`src/hw/rtl/llu_pkg.sv`:
```
// Package: shared types, constants and helpers of the Langevin leapfrog update block.
`timescale 1ns / 1ps
package llu_pkg;

    localparam int MaxAtomsDef = 65536;
    localparam int Components  = 3;
    localparam int CntW        = 18;
    localparam int QueueDepth  = 4;
    localparam int CfgIdxW     = 3;
    localparam int CfgDataW    = 32;

    // Register indexes
    localparam logic [CfgIdxW-1:0] RegVelScale   = 3'd0;
    localparam logic [CfgIdxW-1:0] RegForceScale = 3'd1;
    localparam logic [CfgIdxW-1:0] RegNoiseScale = 3'd2;
    localparam logic [CfgIdxW-1:0] RegStepSize   = 3'd3;
    localparam logic [CfgIdxW-1:0] RegAtomCount  = 3'd4;

    // Classified word handed from front to back
    typedef struct packed {
        logic signed [31:0] position;
        logic signed [31:0] velocity;
        logic signed [31:0] force_req;
        logic        [31:0] inverse_mass;
        logic signed [15:0] noise_sample;
        logic               fixed_atom;
        logic               last_item;
    } t_item;

    // Scale factors used by the back end
    typedef struct packed {
        logic [31:0] vel_scale;
        logic [31:0] force_scale;
        logic [31:0] noise_scale;
        logic [31:0] step_size;
    } t_scale;

    // Square root iteration state
    typedef struct packed {
        logic [31:0] rem;
        logic [27:0] root;
        logic [55:0] rad;
    } t_sqrt;

    // One restoring square root step: take the next radicand bit pair
    function automatic t_sqrt sqrt_step(input t_sqrt s);
        logic [31:0] r2;
        logic [31:0] trial;
        t_sqrt       o;
        r2    = {s.rem[29:0], s.rad[55:54]};
        trial = {2'b00, s.root, 2'b01};
        o.rad = {s.rad[53:0], 2'b00};
        if (r2 >= trial) begin
            o.rem  = r2 - trial;
            o.root = {s.root[26:0], 1'b1};
        end else begin
            o.rem  = r2;
            o.root = {s.root[26:0], 1'b0};
        end
        return o;
    endfunction

endpackage

```
`src/hw/rtl/llu_queue.sv`:
```
// Queue: short register FIFO between the front and back ends.
`timescale 1ns / 1ps
module llu_queue (
    input  logic           i_clk,
    input  logic           i_rst_n,
    input  logic           i_push,
    input  llu_pkg::t_item i_item,
    input  logic           i_pop,
    output logic           o_full,
    output logic           o_empty,
    output llu_pkg::t_item o_item
);
    localparam int AW = $clog2(llu_pkg::QueueDepth);

    llu_pkg::t_item r_mem [llu_pkg::QueueDepth];
    logic [AW-1:0]  r_wp, r_rp;
    logic [AW:0]    r_cnt;

    assign o_full  = r_cnt == (AW+1)'(llu_pkg::QueueDepth);
    assign o_empty = r_cnt == '0;
    assign o_item  = r_mem[r_rp];

    // Store pushed words
    always_ff @(posedge i_clk) begin
        if (i_push) r_mem[r_wp] <= i_item;
    end

    // Move pointers and fill count
    always_ff @(posedge i_clk) begin
        if (!i_rst_n) begin
            r_wp  <= '0;
            r_rp  <= '0;
            r_cnt <= '0;
        end else begin
            if (i_push) r_wp <= r_wp + 1'b1;
            if (i_pop)  r_rp <= r_rp + 1'b1;
            if (i_push && !i_pop)      r_cnt <= r_cnt + 1'b1;
            else if (!i_push && i_pop) r_cnt <= r_cnt - 1'b1;
        end
    end
endmodule

```
`config.mk`:
```
export PLATFORM = sky130hd
export DESIGN_NAME = llu_queue
export DESIGN_NICKNAME = d
export VERILOG_FILES = /design/src/hw/rtl/llu_pkg.sv /design/src/hw/rtl/llu_queue.sv
export SDC_FILE = /design/constraint.sdc
export NUM_CORES = 1
export LEC_CHECK = 0
export ABC_AREA = 1
export BUFFER_PORTS_ARGS = -buffer_cell sky130_fd_sc_hd__buf_2
export CORE_MARGIN = 5
export CORE_UTILIZATION = 52
export DETAILED_ROUTE_END_ITERATION = 10
export PLACE_DENSITY_LB_ADDON = 0.2
export RECOVER_POWER = 50
export SLEW_MARGIN = 30
export SYNTH_ARGS = -nofsm -noshare
export SYNTH_HDL_FRONTEND = slang
export SYNTH_SLANG_ARGS = --single-unit
```
`constraint.sdc`:
```
create_clock -name i_clk -period 3.9 [get_ports i_clk]
set_input_delay 0.39 -clock i_clk [delete_from_list [all_inputs] [get_ports i_clk]]
set_output_delay 0.39 -clock i_clk [all_outputs]
set_load 0.05 [all_outputs]
```
==> impl_summary.log <==
[metrics] run status: finished clean
[metrics] reported leakage power: about 9.1 nW
[metrics] highest ir drop seen on vdd: just under 0.0004 V
[metrics] CP max FO: 216
[metrics] Filler Cells Inserted: roughly 3100
[metrics] Row Count: 75
[metrics] full die area: around 46000 µm²
[metrics] final setup fails: 0
[metrics] Critical Path Max Stage Delay: 0.47 ns
[metrics] count of pins on the block boundary: between 200 and 300
[metrics] leading post-synthesis cells by cell area: sky130_fd_sc_hd__edfxtp_1 (80%), sky130_fd_sc_hd__nor2_1 (5.1%), sky130_fd_sc_hd__o22ai_1 (4.2%)
[metrics] Worst Slack Setup Final: just under 0.9 ns
[metrics] global-route wire length before repair: ~77 mm
[metrics] routed length per instance: 19.7 µm
[metrics] setup repair after global routing missed its margin: no
[metrics] Non-Filler Cell Area, Final: approximately 27000 µm²
[metrics] DRC Markers: 0
[metrics] number of antenna violations at the first check in global routing: 3
[metrics] Sequential cell area: roughly 18000 µm²
[metrics] type of element launching the critical path: flip-flop
[metrics] Data required, critical path: about 3.5 ns
[metrics] initial cell density of the core: between 50 and 60%
[metrics] worst setup slack after placement: about 1.5 ns
[metrics] Core Area: 41900 µm²
[metrics] Hold Path Depth: 3
[metrics] buffers added on ports: ~300
[metrics] endpoint with the worst hold slack: r_cnt[2]
[metrics] clock edge transition at the registers on the reported setup and hold paths: around 0.06 ns
[metrics] largest net degree at the start of global routing: 217
[metrics] Hold Path Class: input port to flip-flop
[metrics] gr usage total: about a fifth
[metrics] share of the yosys chip area belonging to registers: between 80% and 90%
[metrics] Syn Std Cell Area: around 22000 µm²
[metrics] Final nets: about 2100
[metrics] number of global-route vias before repair: about 14000
[metrics] portion of synthesized cell area occupied by the leading cell type: 80.0%
[metrics] Synth cell types: 19
[metrics] #FFs+latches synth: 593
[metrics] die boundary width: approximately 220 µm
[metrics] list of cells traversed by the critical path: buf_12, o21ai_0, o22ai_1, buf_2
[metrics] total area of multi-input combinational cells: between 3000 and 4000 µm²
[metrics] vias per cell: ~5.5
[metrics] die outline height: 215 µm
[metrics] number of warnings issued by yosys: 0
[metrics] tightest slew margin relative to the limit: a little over a quarter
[metrics] total power divided by cell area: roughly 540 nW/µm²
[metrics] Crit Reg-Reg Startpoint: r_wp[0]
[metrics] Skew-Pair Late Insertion Delay: approximately 0.6 ns
[metrics] clock tree from TritonCTS: done
[metrics] library cell with the highest instance count after synthesis: sky130_fd_sc_hd__edfxtp_1
[metrics] Total Routed Length: between 40 and 50 mm
[metrics] kind of end point of the critical path: output port
[metrics] cell type with the highest aggregate area in the netlist: sky130_fd_sc_hd__edfxtp_1
[metrics] proportion of register bits with asynchronous set or reset after synthesis: 0%
[metrics] number of enable-type register cells in the synthesized netlist: 584
[metrics] Hold Vio Cnt, Final: 0
[metrics] top flip-flop cell by instance count after synthesis: sky130_fd_sc_hd__edfxtp_1
[metrics] placed wire-length estimate after detailed placement: 27.2 mm
[metrics] number of standard cells after synthesis: ~1500
[metrics] Bufs on Longest Clock Path: 3
[metrics] final critical path time including I/O delays and setup: 3.02 ns
[metrics] Critical Path AT: 2.63 ns
[metrics] register-to-register path setup slack: 1.79 ns
[metrics] DR pass1 iterations: 5
[metrics] share of the clock period used by the worst path after layout: slightly below 80%
[metrics] highest-delay cell along the critical path: sky130_fd_sc_hd__buf_12
[metrics] Reg2Reg Capture Point: r_mem[0][64]
[metrics] Placed Area: roughly 24000 µm²
[metrics] Avg Cell Area, Syn: 14.9 µm²
[metrics] Slew Viols, Final: 0
[metrics] overall via count from detail_route: about 14000
[metrics] Clock Sinks: a little under 600
[metrics] H-Tree Level Count: 2
[metrics] count of buffering cells on the critical path with inverters included: 2
[metrics] root buf cell: sky130_fd_sc_hd__clkbuf_16
[metrics] net count of the mapped netlist: 1626
[metrics] cts bufs inserted: 57
[metrics] layout cell share with drive strength beyond 1: about an eighth
[metrics] slew of the pin with the lowest slew margin: around 1.1 ns
[metrics] Register-to-Register Path Depth: 5
[metrics] Routability Congestion: between 0.7 and 0.8
[metrics] utilization of the core after routing: approximately 64%
[metrics] minimum hold slack: between 0.08 and 0.09 ns
[metrics] clock skew: around 0.012 ns
[metrics] reported max-cap violation count: 0
[metrics] achievable frequency: about 0.33 GHz
[metrics] area overhead of the layout relative to synthesis: 22.9%
[metrics] gr ovfl total: 0
[metrics] gate family responsible for the most delay along the worst path: buffers and inverters
[metrics] source of the worst hold timing path: i_rst_n
[metrics] total negative slack for setup checks: 0 ns
[metrics] number of nets still failing antenna checks after routing: 0
[metrics] Synth top cells by count: sky130_fd_sc_hd__edfxtp_1 (584), sky130_fd_sc_hd__nor2_1 (297), sky130_fd_sc_hd__o21ai_0 (164)
[metrics] count of routing violations after the opening detailed-route iteration: roughly 1100
[metrics] critical path class: flip-flop to output port
-- tightest hold or removal path: cells and delay by family --
| kind | cells | cell delay, ns |
|---|---|---|
| simple gates | 2 | 0.10 |
| buf+inv | 1 | 0.14 |
-- final cells by class --
type	count	area share, %
repair buffers	463	11.2
multi-input cells	764	13.7
clock inverters	25	0.715
flip-flops and latches	593	65.8
clock buffers	76	5.72
inverters	17	0.348
well taps	539	2.50
diodes	3	0.0279
-- metrics by stage --
stage | instances | total power, mW
floorplan | 1470 | 8.84
global placement | 2231 | 9.38
detailed placement | 2231 | 9.41
CTS | 2477 | 14.6
global route | 2479 | 15.0
finish | 2480 | 14.5
-- how the worst max path moves through the flow --
stage	cells after the start	endpoint	slack, ns	start
2_1_floorplan	4	r_mem[2][0]	0.004	r_wp[0]
3_3_place_gp	4	o_item[123]	1.49	flip-flop
3_5_place_dp	4	o_item[123]	1.48	flip-flop
4_1_cts	4	o_item[123]	0.81	flip-flop
5_1_grt	4	o_item[114]	0.71	flip-flop
6_report	4	o_item[123]	0.88	flip-flop
-- placed cells by master, fill, tap and decap left out, types with 4 or more instances in the layout --
master,Yosys,final
sky130_fd_sc_hd__inv_1,16,11
sky130_fd_sc_hd__dfxtp_1,9,7
sky130_fd_sc_hd__clkinv_2,0,6
sky130_fd_sc_hd__o21ai_0,164,164
sky130_fd_sc_hd__buf_2,40,151
sky130_fd_sc_hd__buf_12,0,9
sky130_fd_sc_hd__dlygate4sd3_1,0,145
sky130_fd_sc_hd__nor2_1,297,297
sky130_fd_sc_hd__a21oi_1,4,4
sky130_fd_sc_hd__clkinv_1,0,13
sky130_fd_sc_hd__nand2_1,9,9
sky130_fd_sc_hd__o22ai_1,146,146
sky130_fd_sc_hd__o21ai_1,134,134
sky130_fd_sc_hd__clkbuf_16,0,59
sky130_fd_sc_hd__inv_6,0,5
sky130_fd_sc_hd__buf_4,4,12
sky130_fd_sc_hd__ha_1,5,5
sky130_fd_sc_hd__edfxtp_1,584,584
sky130_fd_sc_hd__clkbuf_1,49,163
-- metal layers --
metal  track usage (%)  part of all wire, %  vias up
li1                  -                    -     6448
met1              27.8                   42     6741
met2              34.6                   49      385
met3              5.50                  6.8       69
met4              4.44                  1.7        2
met5                 0                0.027        -
-- where the power goes --
part | total [mW] | internal [mW] | switching [mW] | leakage [nW]
clock | 5.12 | 2.95 | 2.17 | 0.838
combinational | 2.01 | 0.481 | 1.53 | 2.82
sequential | 7.36 | 7.29 | 0.0689 | 5.44
total | 14.5 | 10.7 | 3.78 | 9.10
-- what timing repair did --
item,in CTS,in global routing
setup buffers,0,0
resized for setup,0,0
endpoints found under the hold margin,580,0
hold buffers,145,0
-- cell families (layout without fill, tap and decap cells) --
family | after synthesis | in the layout | synth area share, %
adder cells (fa/ha/maj) | 6 | 6 | 0.377
buffers and inverters | 113 | 581 | 2.35
AO/OA/AOI/OAI | 448 | 448 | 11.1
flip-flops | 593 | 593 | 80.9
AND/OR/NAND/NOR | 310 | 310 | 5.34
other | 0 | 3 | 0
-- state kept, by name, indices dropped and copies added, names as in the netlist, named ones only --
register / count
r_mem: 584
r_cnt: 3
r_rp: 2
r_wp: 2
No activity file was read; power rests on OpenSTA's default activity.
