[src/hw/rtl/llu_pkg.sv]
// Package: shared types, constants and helpers of the Langevin leapfrog update block.
`timescale 1ns / 1ps
package llu_pkg;

    localparam int MaxAtomsDef = 65536;
    localparam int Components  = 3;
    localparam int CntW        = 18;
    localparam int QueueDepth  = 4;
    localparam int CfgIdxW     = 3;
    localparam int CfgDataW    = 32;

    // Register indexes
    localparam logic [CfgIdxW-1:0] RegVelScale   = 3'd0;
    localparam logic [CfgIdxW-1:0] RegForceScale = 3'd1;
    localparam logic [CfgIdxW-1:0] RegNoiseScale = 3'd2;
    localparam logic [CfgIdxW-1:0] RegStepSize   = 3'd3;
    localparam logic [CfgIdxW-1:0] RegAtomCount  = 3'd4;

    // Classified word handed from front to back
    typedef struct packed {
        logic signed [31:0] position;
        logic signed [31:0] velocity;
        logic signed [31:0] force_req;
        logic        [31:0] inverse_mass;
        logic signed [15:0] noise_sample;
        logic               fixed_atom;
        logic               last_item;
    } t_item;

    // Scale factors used by the back end
    typedef struct packed {
        logic [31:0] vel_scale;
        logic [31:0] force_scale;
        logic [31:0] noise_scale;
        logic [31:0] step_size;
    } t_scale;

    // Square root iteration state
    typedef struct packed {
        logic [31:0] rem;
        logic [27:0] root;
        logic [55:0] rad;
    } t_sqrt;

    // One restoring square root step: take the next radicand bit pair
    function automatic t_sqrt sqrt_step(input t_sqrt s);
        logic [31:0] r2;
        logic [31:0] trial;
        t_sqrt       o;
        r2    = {s.rem[29:0], s.rad[55:54]};
        trial = {2'b00, s.root, 2'b01};
        o.rad = {s.rad[53:0], 2'b00};
        if (r2 >= trial) begin
            o.rem  = r2 - trial;
            o.root = {s.root[26:0], 1'b1};
        end else begin
            o.rem  = r2;
            o.root = {s.root[26:0], 1'b0};
        end
        return o;
    endfunction

endpackage

[src/hw/rtl/llu_in_if.sv]
// Interface: input channel carrying one atom component word.
`timescale 1ns / 1ps
interface llu_in_if;
    logic               valid;
    logic               ready;
    logic signed [31:0] position;
    logic signed [31:0] velocity;
    logic signed [31:0] force_req;
    logic        [31:0] inverse_mass;
    logic signed [15:0] noise_sample;

    modport source (output valid, position, velocity, force_req, inverse_mass,
                    noise_sample, input ready);
    modport sink   (input valid, position, velocity, force_req, inverse_mass,
                    noise_sample, output ready);
endinterface

[src/hw/rtl/llu_front.sv]
// Front end: accept words, flag fixed atoms and mark the last component of a pass.
`timescale 1ns / 1ps
module llu_front #(
    parameter int MAX_ATOMS = llu_pkg::MaxAtomsDef
) (
    input  logic           i_clk,
    input  logic           i_rst_n,
    input  logic [16:0]    i_atom_count,
    llu_in_if.sink         i_in,
    input  logic           i_q_full,
    output logic           o_push,
    output llu_pkg::t_item o_item
);
    localparam logic [24:0] MaxA = 25'(MAX_ATOMS);

    logic [llu_pkg::CntW-1:0] r_cnt, n_cnt;
    logic [24:0]              w_atoms;
    logic [26:0]              w_last_idx;
    logic                     w_last;

    // Clamp the atom count and find the last index of the pass
    always_comb begin
        w_atoms = {8'd0, i_atom_count};
        if (w_atoms == 25'd0) w_atoms = 25'd1;
        if (w_atoms > MaxA)   w_atoms = MaxA;
        w_last_idx = 27'(w_atoms) * 27'(llu_pkg::Components) - 27'd1;
        w_last     = 27'(r_cnt) >= w_last_idx;
    end

    assign i_in.ready = !i_q_full;
    assign o_push     = i_in.valid && !i_q_full;

    // Classify the word
    always_comb begin
        o_item.position     = i_in.position;
        o_item.velocity     = i_in.velocity;
        o_item.force_req    = i_in.force_req;
        o_item.inverse_mass = i_in.inverse_mass;
        o_item.noise_sample = i_in.noise_sample;
        o_item.fixed_atom   = i_in.inverse_mass == 32'd0;
        o_item.last_item    = w_last;
    end

    // Advance the component counter on each accepted word
    always_comb begin
        n_cnt = r_cnt;
        if (o_push) n_cnt = w_last ? '0 : r_cnt + 1'b1;
    end

    always_ff @(posedge i_clk) begin
        if (!i_rst_n) r_cnt <= '0;
        else          r_cnt <= n_cnt;
    end
endmodule

[src/flat_wrapper.sv]
// flat-port wrapper written by rule: the top's interface ports become plain ports
module llu_front_flat 
#(
    parameter int MAX_ATOMS = llu_pkg::MaxAtomsDef
)
  (i_clk, i_rst_n, i_atom_count, i_q_full, o_push, o_item, i_in_valid, i_in_position, i_in_velocity, i_in_force_req, i_in_inverse_mass, i_in_noise_sample, i_in_ready);
  llu_in_if i_in_i ();
  input  logic i_clk;
  input  logic i_rst_n;
  input  logic [16:0] i_atom_count;
  input  logic i_q_full;
  output logic o_push;
  output llu_pkg::t_item o_item;
  input wire logic [$bits(i_in_i.valid)-1:0] i_in_valid;
  input wire logic [$bits(i_in_i.position)-1:0] i_in_position;
  input wire logic [$bits(i_in_i.velocity)-1:0] i_in_velocity;
  input wire logic [$bits(i_in_i.force_req)-1:0] i_in_force_req;
  input wire logic [$bits(i_in_i.inverse_mass)-1:0] i_in_inverse_mass;
  input wire logic [$bits(i_in_i.noise_sample)-1:0] i_in_noise_sample;
  output wire logic [$bits(i_in_i.ready)-1:0] i_in_ready;
  assign i_in_i.valid = i_in_valid;
  assign i_in_i.position = i_in_position;
  assign i_in_i.velocity = i_in_velocity;
  assign i_in_i.force_req = i_in_force_req;
  assign i_in_i.inverse_mass = i_in_inverse_mass;
  assign i_in_i.noise_sample = i_in_noise_sample;
  assign i_in_ready = i_in_i.ready;
  llu_front #(.MAX_ATOMS(MAX_ATOMS)) u_core (.i_clk(i_clk), .i_rst_n(i_rst_n), .i_atom_count(i_atom_count), .i_in(i_in_i), .i_q_full(i_q_full), .o_push(o_push), .o_item(o_item));
endmodule
[config.mk]
export PLATFORM = sky130hd
export DESIGN_NAME = llu_front_flat
export DESIGN_NICKNAME = d
export VERILOG_FILES = /design/src/hw/rtl/llu_pkg.sv /design/src/hw/rtl/llu_in_if.sv /design/src/hw/rtl/llu_front.sv /design/src/flat_wrapper.sv
export SDC_FILE = /design/constraint.sdc
export NUM_CORES = 1
export LEC_CHECK = 0
export CORE_ASPECT_RATIO = 0.6
export CORE_MARGIN = 2
export CORE_UTILIZATION = 25
export CTS_BUF_LIST = sky130_fd_sc_hd__clkbuf_8 sky130_fd_sc_hd__clkbuf_16
export DETAILED_ROUTE_END_ITERATION = 8
export DONT_BUFFER_PORTS = 1
export SYNTH_ARGS = -nofsm -noshare
export SYNTH_HDL_FRONTEND = slang
export SYNTH_SLANG_ARGS = --single-unit
[constraint.sdc]
create_clock -name i_clk -period 17.2 [get_ports i_clk]
set_clock_uncertainty 0.1 [all_clocks]
set_input_delay 0.86 -clock i_clk [delete_from_list [all_inputs] [get_ports i_clk]]
set_output_delay 0.86 -clock i_clk [all_outputs]
set_load 0.005 [all_outputs]
==> results of run 1 <==
[how the worst max path moves through the flow]
stage,from,end,slack [ps],cells after the start
after floorplan,i_atom_count[14],o_item[0],10840,22
after global placement,i_atom_count[6],o_item[0],10160,21
after detailed placement,i_atom_count[6],o_item[0],10170,21
after CTS,i_atom_count[6],o_item[0],10160,21
after global routing,i_atom_count[6],o_item[0],9790,18
final,i_atom_count[6],o_item[0],10060,21
[critical path: stages]
cell      delay, ps
or4_1           670
nor4_1          310
xnor2_1         470
nand2_1         300
ha_1            360
inv_1            40
ha_1            360
a21o_1          200
a21o_2          200
a211o_1         300
a21o_4          220
a41oi_1         260
o21bai_1        100
xnor2_1         140
ha_1            310
nand2_1          60
o21ai_0         110
nor4_1          230
o21ai_0         150
a21oi_1         360
nor3_1          140
[logic make-up (layout without fill, tap and decap cells)]
| group | count (synthesis) | after routing | share of synthesized area |
|---|---|---|---|
| compound gates | 66 | 66 | 0.138 |
| xor+xnor | 34 | 34 | 0.0816 |
| fa+ha+maj | 48 | 48 | 0.160 |
| buf+inv | 195 | 49 | 0.349 |
| flops | 18 | 18 | 0.0963 |
| simple gates | 126 | 126 | 0.175 |
[synthesized netlist by cell type (2+ instances only)]
library cell and instances:
xor2_1 14, buf_4 146, inv_1 44, a211oi_1 3, o21bai_1 3, nand3_1 9, ha_1 48, and2_1 2
clkbuf_1 2, o221ai_1 3, nor2b_1 2, xnor2_1 19, o21a_1 2, nor2_2 10, nand2b_1 5, nand4_1 13
or2_2 2, nor4_1 11, nor2_1 27, nor3_1 3, a21oi_1 16, a21o_1 5, o41ai_1 2, clkbuf_8 2
dfxtp_1 18, o21ai_0 12, nand2_1 31, a211o_1 2, o41ai_4 2, and3_1 3, or4_4 3, a31oi_1 2
[power by group through the flow]
stage	Sequential, mW	Clock [mW]	Combinational [mW]
CTS	0.0427	0.0532	0.0914
finish	0.0427	0.0519	0.0919
detailed placement	0.0436	0	0.0907
global route	0.0428	0.0553	0.105
floorplan	0.0434	0	0.102
global placement	0.0436	0	0.0916
[cell type report]
type | count | area share
Timing Repair Buffer | 1 | 0.00255
Clock buffer | 4 | 0.0302
Sequential cell | 18 | 0.122
Multi-Input combinational cell | 274 | 0.705
Inverter | 44 | 0.0561
Tap cell | 198 | 0.0841
[per-stage QoR]
step                worst slack (ps)  area [µm²]  instances  hold slack [ps]  total power, mW
CTS                            10160        2940        539              454            0.187
floorplan                      10840        3740        487              398            0.145
finish                         10060        2940        539              453            0.187
global placement               10160        2860        535              425            0.135
global route                    9790        2940        539              474            0.203
detailed placement             10170        2860        535              439            0.134
[metal layers]
metal | vias to the layer above | wire, µm | global-route usage
met5 | - | 176 | 0.0758
met3 | 12 | 2180 | 0.125
met4 | 8 | 112 | 0.0211
met2 | 193 | 4000 | 0.149
li1 | 1215 | - | -
met1 | 1139 | 4970 | 0.186
==> results.md, run 1 <==
- Outcome: completed
- Post-CTS Resized: 0
- Most flop-heavy register: u_core.r_cnt
- Syn Nets: 700
- DRT Pass-1 Iters: 4
- Most frequent cells in the layout: ha_1 (48), inv_1 (44), nand2_1 (31)
- Drt via density: 4.76
- Clk sinks: 18
- Yosys top cell area share: 0.293
- Worst reg-to-reg path cell count: 8
- Placer congestion estimate: 0.831
- Reg clk slew, reported paths: 50 ps
- Number of synthesized flops with an enable pin: 0
- Hold Vio Cnt, Final: 0
- Post-route ant nets: 0
- Initial antenna violation count: 1
- Synth area leaders: buf_4 (29%), ha_1 (16%), dfxtp_1 (9.6%)
- CP Capture Type: output pin
- Worst-Margin Slew: 942 ps
- Hold WC Path Type: flop to flop
- Final period demand of the worst path: 7140 ps
- CP required: between 15,000 and 20,000 ps
- Via count: around 2,600
- Cell Rows: 34
- Postcts setup bufs: 0
- Ports: about 310
- Register area: 360 µm²
- CP arrival: 6180 ps
- WL/cell: 21.2 µm
- Critical Path Start Type: input port
- Biggest regs: u_core.r_cnt x18
- Clk root buf: clkbuf_16
- Area of the multi-input gates: 2070 µm²
- DIE WIDTH: 162 µm
- Post-synthesis sequential area ratio: 0.0963
- Fin util: 0.202
- DRT Wirelength: 11.4 mm
- P per Cell Area: 63.4 nW/µm²
- FILL cells: 1,629
- Switching Share: 0.373
- Sw power: 69.6 µW
- Unrepaired setup endpoints after global routing: no
- Share of layout cells above drive strength 1: 0.0909
- Peak supply drop: 0.0241 mV
- Hold wc startpoint: u_core.r_cnt[7]$_SDFFE_PN0P_
- Synthesis warning total: 0
- Hold Crit Endpoint: u_core.r_cnt[7]$_SDFFE_PN0P_
- Tot GR Track Use: 0.138
- Area of the mapped netlist: 3740 µm²
- R2R Setup Slk: approximately 15,000 ps
- Clock share of power: 0.278
- CTS Hold Bufs: 0
- IO Port Bufs: 0
- Final setup fails: 0
- CP Class: input port to output pin
- Ys async rst share: 0
- FF-to-FF End: u_core.r_cnt[6]$_SDFFE_PN0P_
- Commonest non-fill, non-tap cell in the layout: ha_1
- Area grow syn2layout: -21.3%
- Dpl hpwl: 10.2 mm
- P_leak: 1.25 nW
- Slew HR: 0.367
- Maximum Capacitance Violations: 0
- CTS Buf Count: 3
- Reg-to-Reg Start: u_core.r_cnt[10]$_SDFFE_PN0P_
- Average cell area after synthesis: 7.68 µm²
- Comb pwr share: 0.493
- DIE AREA: 16,000 µm²
- Max Buffers Root-to-Sink: 2
- Vias in the first global route: 2,301
- Sequential Power Share: 0.229
- H-tree lvl count: 1
- Critical Path Fanout Max: 8
- Total negative slack: 0 ps
- Int Pwr: 117 µW
- Synth Instances: 487
- Primary FF master, synth: dfxtp_1
- Synth cell types: 53
- Number of flip-flops in the largest register: 18
- CTS tree: done
- Total global routing overflow: 0
- Nets@finish: 555
- DRC: 0
- Core Region: 14,500 µm²
- Dominant cell type by area after synthesis: buf_4
- Starting Density: 0.257
- Initial detailed-routing violation count: 195
- Pin count of the biggest net entering global routing: 18
- #FFs+latches synth: 18
- Slew Limit Fails: 0
- Tcrit/Tclk final: 0.415
- Antenna cells: 0
- Max Clk Rate: 140 MHz
- Hold Path Depth: 2
- Chip height: 98.8 µm
- First-pass GRT wire length: roughly 16 mm
- Skew-Pair Late Insertion Delay: 250 ps
(Power assumes the default switching activity.)
==> run 2, diff against run 1 <==
==> constraint.sdc (replaced) <==
create_clock -name i_clk -period 6 [get_ports i_clk]
set_clock_uncertainty 0.1 [all_clocks]
set_input_delay 0.3 -clock i_clk [delete_from_list [all_inputs] [get_ports i_clk]]
set_output_delay 0.3 -clock i_clk [all_outputs]
set_load 0.005 [all_outputs]
==> results.md, run 2 (synthesis results as in run 1) <==
- Peak supply drop: 0.0822 mV (was 0.0241 mV)
- Slowest stage cell, crit path: or4_1 (unchanged)
- DRT Wirelength: 11.6 mm (was 11.4 mm)
- Post-route ant nets: 0 (unchanged)
- Tot GR Track Use: 0.138 (about the same)
- Biggest regs: u_core.r_cnt x18 (unchanged)
- Critical Path Start Type: input port (unchanged)
- Skew-Pair Late Insertion Delay: 250 ps (about the same)
- Chip height: 98.8 µm (unchanged)
- Via count: 2,604 (was 2,567)
- Int Pwr: 342 µW (was 117 µW)
- Nets@finish: 561 (was 555)
- Core Region: 14,500 µm² (unchanged)
- Clock share of power: 0.269 (was 0.278)
- First-pass GRT wire length: 15.9 mm (was 15.8 mm)
- Tcrit/Tclk final: 0.944
- Area of the multi-input gates: 2080 µm² (was 2070 µm²)
- Outcome: completed (unchanged)
- Initial antenna violation count: 1 (unchanged)
- Area grow syn2layout: -20.0% (was -21.3%)
- Antenna cells: 0 (unchanged)
- CP peak stage delay: 680 ps (was 670 ps)
- Switching Share: 0.373 (about the same)
- CTS Hold Bufs: 0 (unchanged)
- Reg clk slew, reported paths: 50 ps (about the same)
- Final setup fails: 0 (unchanged)
- Initial detailed-routing violation count: 174 (was 195)
- P per Cell Area: 182 nW/µm² (was 63.4 nW/µm²)
- Most flop-heavy register: u_core.r_cnt (unchanged)
- Slew HR: 0.522 (was 0.367)
- Clk root buf: clkbuf_16 (unchanged)
- DRC: 0 (unchanged)
- Sw power: 203 µW (was 69.6 µW)
- Critical Path Fanout Max: 7 (was 8)
- Number of flip-flops in the largest register: 18 (unchanged)
- Total negative slack: 0 ps (unchanged)
- Vias in the first global route: 2,325 (was 2,301)
- Dpl hpwl: 10.2 mm (about the same)
- Unrepaired setup endpoints after global routing: no (unchanged)
- Max Clk Rate: 177 MHz
- Register area: 360 µm² (unchanged)
- Cell Rows: 34 (unchanged)
- Commonest non-fill, non-tap cell in the layout: ha_1 (unchanged)
- Final period demand of the worst path: about 5700 ps
- P_leak: 1.27 nW (was 1.25 nW)
- Clk sinks: 18 (unchanged)
- IO Port Bufs: 0 (unchanged)
- Final worst setup slack: 337 ps (was 10,060 ps)
- Pin count of the biggest net entering global routing: 11 (was 18)
- Placer congestion estimate: 0.843 (was 0.831)
- CTS Buf Count: 3 (unchanged)
- CP arrival: 5260 ps (was 6180 ps)
- FILL cells: 1,651 (was 1,629)
- Total global routing overflow: 0 (unchanged)
- Hold Vio Cnt, Final: 0 (unchanged)
- Ports: 313 (unchanged)
- Hold WC Path Type: input port to flop (was flop to flop)
- Most frequent cells in the layout: ha_1 (48), inv_1 (44), nand2_1 (31) (unchanged)
- DRT Pass-1 Iters: 4 (unchanged)
- Starting Density: 0.257 (unchanged)
- Sequential Power Share: 0.225 (was 0.229)
- Slew Limit Fails: 0 (unchanged)
- Drt via density: 4.78 (was 4.76)
- CP Capture Type: output pin (unchanged)
- DIE WIDTH: 162 µm (unchanged)
- DIE AREA: 16,000 µm² (unchanged)
- Comb pwr share: 0.507 (was 0.493)
- Maximum Capacitance Violations: 0 (unchanged)
- Max Buffers Root-to-Sink: 2 (unchanged)
- Crit-path cells: or4_1 -> nor4_2 -> xnor2_1 -> buf_4 -> nand2_1 -> ha_1 -> inv_1 -> ha_1 -> a21o_2 -> a211o_1 -> a21o_4 -> a41oi_1 -> o21bai_1 -> xnor2_1 -> ha_1 -> nand2_1 -> o21ai_0 -> nor4_1 -> o21ai_0 -> a21oi_1 -> nor3_1 (was or4_1 -> nor4_1 -> xnor2_1 -> nand2_1 -> ha_1 -> inv_1 -> ha_1 -> a21o_1 -> a21o_2 -> a211o_1 -> a21o_4 -> a41oi_1 -> o21bai_1 -> xnor2_1 -> ha_1 -> nand2_1 -> o21ai_0 -> nor4_1 -> o21ai_0 -> a21oi_1 -> nor3_1)
- CP Class: input port to output pin (unchanged)
- CP required: 5600 ps (was 16,240 ps)
- Worst path most repeated cell: ha_1 (unchanged)
- Worst-Margin Slew: 715 ps (was 942 ps)
- Share of layout cells above drive strength 1: 0.110 (was 0.0909)
- CTS tree: done (unchanged)
- H-tree lvl count: 1 (unchanged)
- Pre-CTS WS: 254 ps (was 10,170 ps)
- WL/cell: 21.4 µm (was 21.2 µm)
run 2: cell count changes in the layout (fill, tap and decap cells not counted):
cell | previous run | this run
buf_4 | 1 | 7
nor4_1 | 11 | 10
nor4_2 | 0 | 1
run 2: worst max-delay path: cells and delay by family:
kind	cells	cell delay (ps)
xor+xnor	2	360
fa+ha+maj	3	990
simple gates	6	1590
compound gates	8	1750
buf+inv	2	260
run 2: through the flow:
| step | hold WS (ps) | instances | utilization | cell area, µm² | total power [mW] |
|---|---|---|---|---|---|
| 6_report | 119 | 545 | 0.206 | 3000 | 0.546 |
| 5_1_grt | 146 | 545 | 0.206 | 3000 | 0.590 |
| 4_1_cts | 113 | 545 | 0.205 | 2990 | 0.548 |
| 3_5_place_dp | 378 | 541 | 0.199 | 2900 | 0.394 |
| 3_3_place_gp | 381 | 541 | 0.199 | 2900 | 0.396 |
| 2_1_floorplan | 365 | 487 | - | 3740 | 0.416 |
run 2: path summary, 6_finish.rpt:
check | startpoint | end | slack [ps] | depth (start not counted)
worst max-delay path | i_atom_count[6] | o_item[0] | 340 | 21
worst min-delay path | i_rst_n | u_core.r_cnt[1]$_SDFFE_PN0P_ | 120 | 2
worst max register to register | u_core.r_cnt[10]$_SDFFE_PN0P_ | u_core.r_cnt[7]$_SDFFE_PN0P_ | 3480 | 8
worst min register to register | u_core.r_cnt[17]$_SDFFE_PN0P_ | u_core.r_cnt[17]$_SDFFE_PN0P_ | 440 | 2
run 2: layout make-up:
type                    count  share of cell area
multi-input cells         274               0.695
flip-flops and latches     18               0.120
well taps                 198              0.0827
inverters                  44              0.0551
clock buffers               4              0.0297
repair buffers              7              0.0175
run 2: power groups by stage:
stage / Combinational, mW / Clock [mW] / Sequential (mW)
after floorplan: 0.292 / 0 / 0.124
after global placement: 0.271 / 0 / 0.125
after CTS: 0.273 / 0.153 / 0.122
after global routing: 0.307 / 0.160 / 0.123
final: 0.276 / 0.147 / 0.123
after detailed placement: 0.269 / 0 / 0.125
run 2: timing repair:
item / in CTS / in global routing
setup buffers: 0 / 0
gates resized for setup: 0 / 1
hold endpoints to repair: 0 / 0
setup endpoints to repair: 0 / 3
run 2: per-layer routing:
layer	track usage	wire length, µm
met2	0.157	4160
met5	0.0758	176
met1	0.186	5290
met4	0.00817	25
met3	0.124	1990
==> run 3, diff against run 2 <==
--- a/config.mk
+++ b/config.mk
@@ -5,12 +5,12 @@
 export SDC_FILE = /design/constraint.sdc
 export NUM_CORES = 1
 export LEC_CHECK = 0
+export BUFFER_PORTS_ARGS = -buffer_cell sky130_fd_sc_hd__buf_2
 export CORE_ASPECT_RATIO = 0.6
 export CORE_MARGIN = 2
 export CORE_UTILIZATION = 25
 export CTS_BUF_LIST = sky130_fd_sc_hd__clkbuf_8 sky130_fd_sc_hd__clkbuf_16
 export DETAILED_ROUTE_END_ITERATION = 8
-export DONT_BUFFER_PORTS = 1
 export SYNTH_ARGS = -nofsm -noshare
 export SYNTH_HDL_FRONTEND = slang
 export SYNTH_SLANG_ARGS = --single-unit
==> results.md, run 3 (synthesis results as in run 1) <==
- Critical Path End: o_item[0] (unchanged)
- Post-route ant nets: 0 (unchanged)
- Nets@finish: 652 (was 561)
- Critical Path Start Type: input port (unchanged)
- First-pass GRT wire length: 17.1 mm (was 15.9 mm)
- Clk root buf: clkbuf_16 (unchanged)
- FF-to-FF End: u_core.r_cnt[6]$_SDFFE_PN0P_ (was u_core.r_cnt[7]$_SDFFE_PN0P_)
- Chip height: 98.8 µm (unchanged)
- Area grow syn2layout: -6.55% (was -20.0%)
- Dpl hpwl: 10.5 mm (was 10.2 mm)
- Hold Vio Cnt, Final: 0 (unchanged)
- Placer congestion estimate: 0.821 (was 0.843)
- R2R Setup Slk: 3530 ps (was 3480 ps)
- Max Buffers Root-to-Sink: 2 (unchanged)
- Critical Path Fanout Max: 6 (was 7)
- Layout Cells excl Fill: 638 (was 545)
- P_leak: 1.66 nW (was 1.27 nW)
- Tot GR Track Use: 0.143 (was 0.138)
- Final worst setup slack: 410 ps (was 337 ps)
- Initial antenna violation count: 2 (was 1)
- CTS Hold Bufs: 0 (unchanged)
- Most frequent cells in the layout: buf_2 (88), ha_1 (48), inv_1 (44) (was ha_1 (48), inv_1 (44), nand2_1 (31))
- Total negative slack: 0 ps (unchanged)
- IO Port Bufs: 88 (was 0)
- CTS tree: done (unchanged)
- Share of layout cells above drive strength 1: 0.304 (was 0.110)
- Drt via density: 4.57 (was 4.78)
- DRT Pass-1 Iters: 4 (unchanged)
- Number of flip-flops in the largest register: 18 (unchanged)
- DRC: 0 (unchanged)
- Dpl cells: 631 (was 541)
- Pin count of the biggest net entering global routing: 11 (unchanged)
- CTS Buf Count: 3 (unchanged)
- Max Clk Rate: 179 MHz (was 177 MHz)
- Worst-Margin Slew: 584 ps (was 715 ps)
- CP required: 5600 ps (about the same)
- Worst Hold Margin: 280 ps (was 119 ps)
- Hold WC Path Type: input port to flop (unchanged)
- Reg clk slew, reported paths: 50 ps (about the same)
- Clk sinks: 18 (unchanged)
- Fin util: 0.240 (was 0.206)
- Outcome: completed (unchanged)
- Skew-Pair Late Insertion Delay: 250 ps (about the same)
- Commonest non-fill, non-tap cell in the layout: buf_2 (was ha_1)
- Unrepaired setup endpoints after global routing: no (unchanged)
- Slowest stage cell, crit path: or4_4 (was or4_1)
- Biggest regs: u_core.r_cnt x18 (unchanged)
- DIE WIDTH: 162 µm (unchanged)
- WL/cell: 18.5 µm (was 21.4 µm)
- Slew Limit Fails: 0 (unchanged)
- Pre-CTS WS: 124 ps (was 254 ps)
- Peak supply drop: 0.0737 mV (was 0.0822 mV)
- Slew HR: 0.610 (was 0.522)
- Tcrit/Tclk final: 0.932 (was 0.944)
- DRT Wirelength: 11.8 mm (was 11.6 mm)
- Maximum Capacitance Violations: 0 (unchanged)
- Ports: 313 (unchanged)
- Vias in the first global route: 2,732 (was 2,325)
- H-tree lvl count: 1 (unchanged)
- Core Region: 14,500 µm² (unchanged)
- Most flop-heavy register: u_core.r_cnt (unchanged)
- Hold wc startpoint: i_rst_n (unchanged)
- P per Cell Area: 168 nW/µm² (was 182 nW/µm²)
- Final setup fails: 0 (unchanged)
- CP arrival: 5190 ps (was 5260 ps)
- Worst path most repeated cell: ha_1 (unchanged)
- Crit-path cells: buf_2 -> or4_4 -> nor4_4 -> xnor2_2 -> nand2_1 -> ha_1 -> inv_1 -> ha_1 -> a21o_1 -> a21o_2 -> a211o_1 -> a21o_4 -> a41oi_1 -> o21bai_1 -> xnor2_1 -> ha_1 -> nand2_1 -> o21ai_0 -> nor4_1 -> o21ai_1 -> a21oi_2 -> nor3_1 -> buf_2 (was or4_1 -> nor4_2 -> xnor2_1 -> buf_4 -> nand2_1 -> ha_1 -> inv_1 -> ha_1 -> a21o_2 -> a211o_1 -> a21o_4 -> a41oi_1 -> o21bai_1 -> xnor2_1 -> ha_1 -> nand2_1 -> o21ai_0 -> nor4_1 -> o21ai_0 -> a21oi_1 -> nor3_1)
- Worst reg-to-reg path cell count: 8 (unchanged)
- Total global routing overflow: 0 (unchanged)
- DIE AREA: 16,000 µm² (unchanged)
- Setup crit start: i_atom_count[1] (was i_atom_count[6])
- Pwr Total: 588 µW (was 546 µW)
- Via count: 2,917 (was 2,604)
- Initial detailed-routing violation count: 148 (was 174)
- Cell Rows: 34 (unchanged)
- CP Capture Type: output pin (unchanged)
- CP peak stage delay: 570 ps (was 680 ps)
- Post-placement cell area: 3360 µm² (was 2900 µm²)
- CP Class: input port to output pin (unchanged)
- Reg-to-Reg Start: u_core.r_cnt[10]$_SDFFE_PN0P_ (unchanged)
- Final period demand of the worst path: 5590 ps (was 5660 ps)
- Final instance area: 3500 µm² (was 3000 µm²)
- Starting Density: 0.257 (unchanged)
==> run 3: worst min path at each step <==
stage	endpoint	slack (ps)	cells after the start
after floorplan	u_core.r_cnt[10]$_SDFFE_PN0P_	360	2
after global placement	u_core.r_cnt[17]$_SDFFE_PN0P_	420	2
after detailed placement	u_core.r_cnt[17]$_SDFFE_PN0P_	420	2
after CTS	u_core.r_cnt[1]$_SDFFE_PN0P_	280	3
after global routing	u_core.r_cnt[1]$_SDFFE_PN0P_	290	3
final	u_core.r_cnt[1]$_SDFFE_PN0P_	280	3
==> run 3: report_power, final <==
group / switching (mW) / leakage [nW] / total [mW] / internal (mW)
sequential: 0.00165 / 0.145 / 0.122 / 0.121
clock: 0.0467 / 0.0442 / 0.148 / 0.101
combinational: 0.175 / 1.47 / 0.317 / 0.142
total: 0.223 / 1.66 / 0.588 / 0.364
==> run 3: repair_timing <==
| item | in CTS | in global routing |
|---|---|---|
| endpoints found under the hold margin | 0 | 0 |
| setup endpoints to repair | 0 | 18 |
| buffers inserted | 0 | 1 |
| resized for setup | 0 | 8 |
==> run 3: area by class of cell <==
| class | count | area [µm²] |
|---|---|---|
| Antenna cell | 2 | 5.00 |
| Clock buffer | 4 | 88.8 |
| Fill cell | 1631 | 11100 |
| Inverter | 44 | 165 |
| Multi-Input combinational cell | 274 | 2110 |
| Sequential cell | 18 | 360 |
| Tap cell | 198 | 248 |
| Timing Repair Buffer | 98 | 515 |
==> run 3: worst max-delay path, delay by kind of cell <==
kind,cells,cell delay (ps)
AO/OA/AOI/OAI,9,1850
adder cells (fa/ha/maj),3,950
XOR/XNOR,2,330
AND/OR/NAND/NOR,6,1460
buffers and inverters,3,300
==> run 3: per-layer routing <==
| layer | GRT usage | part of all wire |
|---|---|---|
| met3 | 0.0976 | 0.14 |
| met2 | 0.165 | 0.36 |
| met1 | 0.195 | 0.45 |
| met5 | 0.100 | 0.013 |
| met4 | 0.0408 | 0.027 |
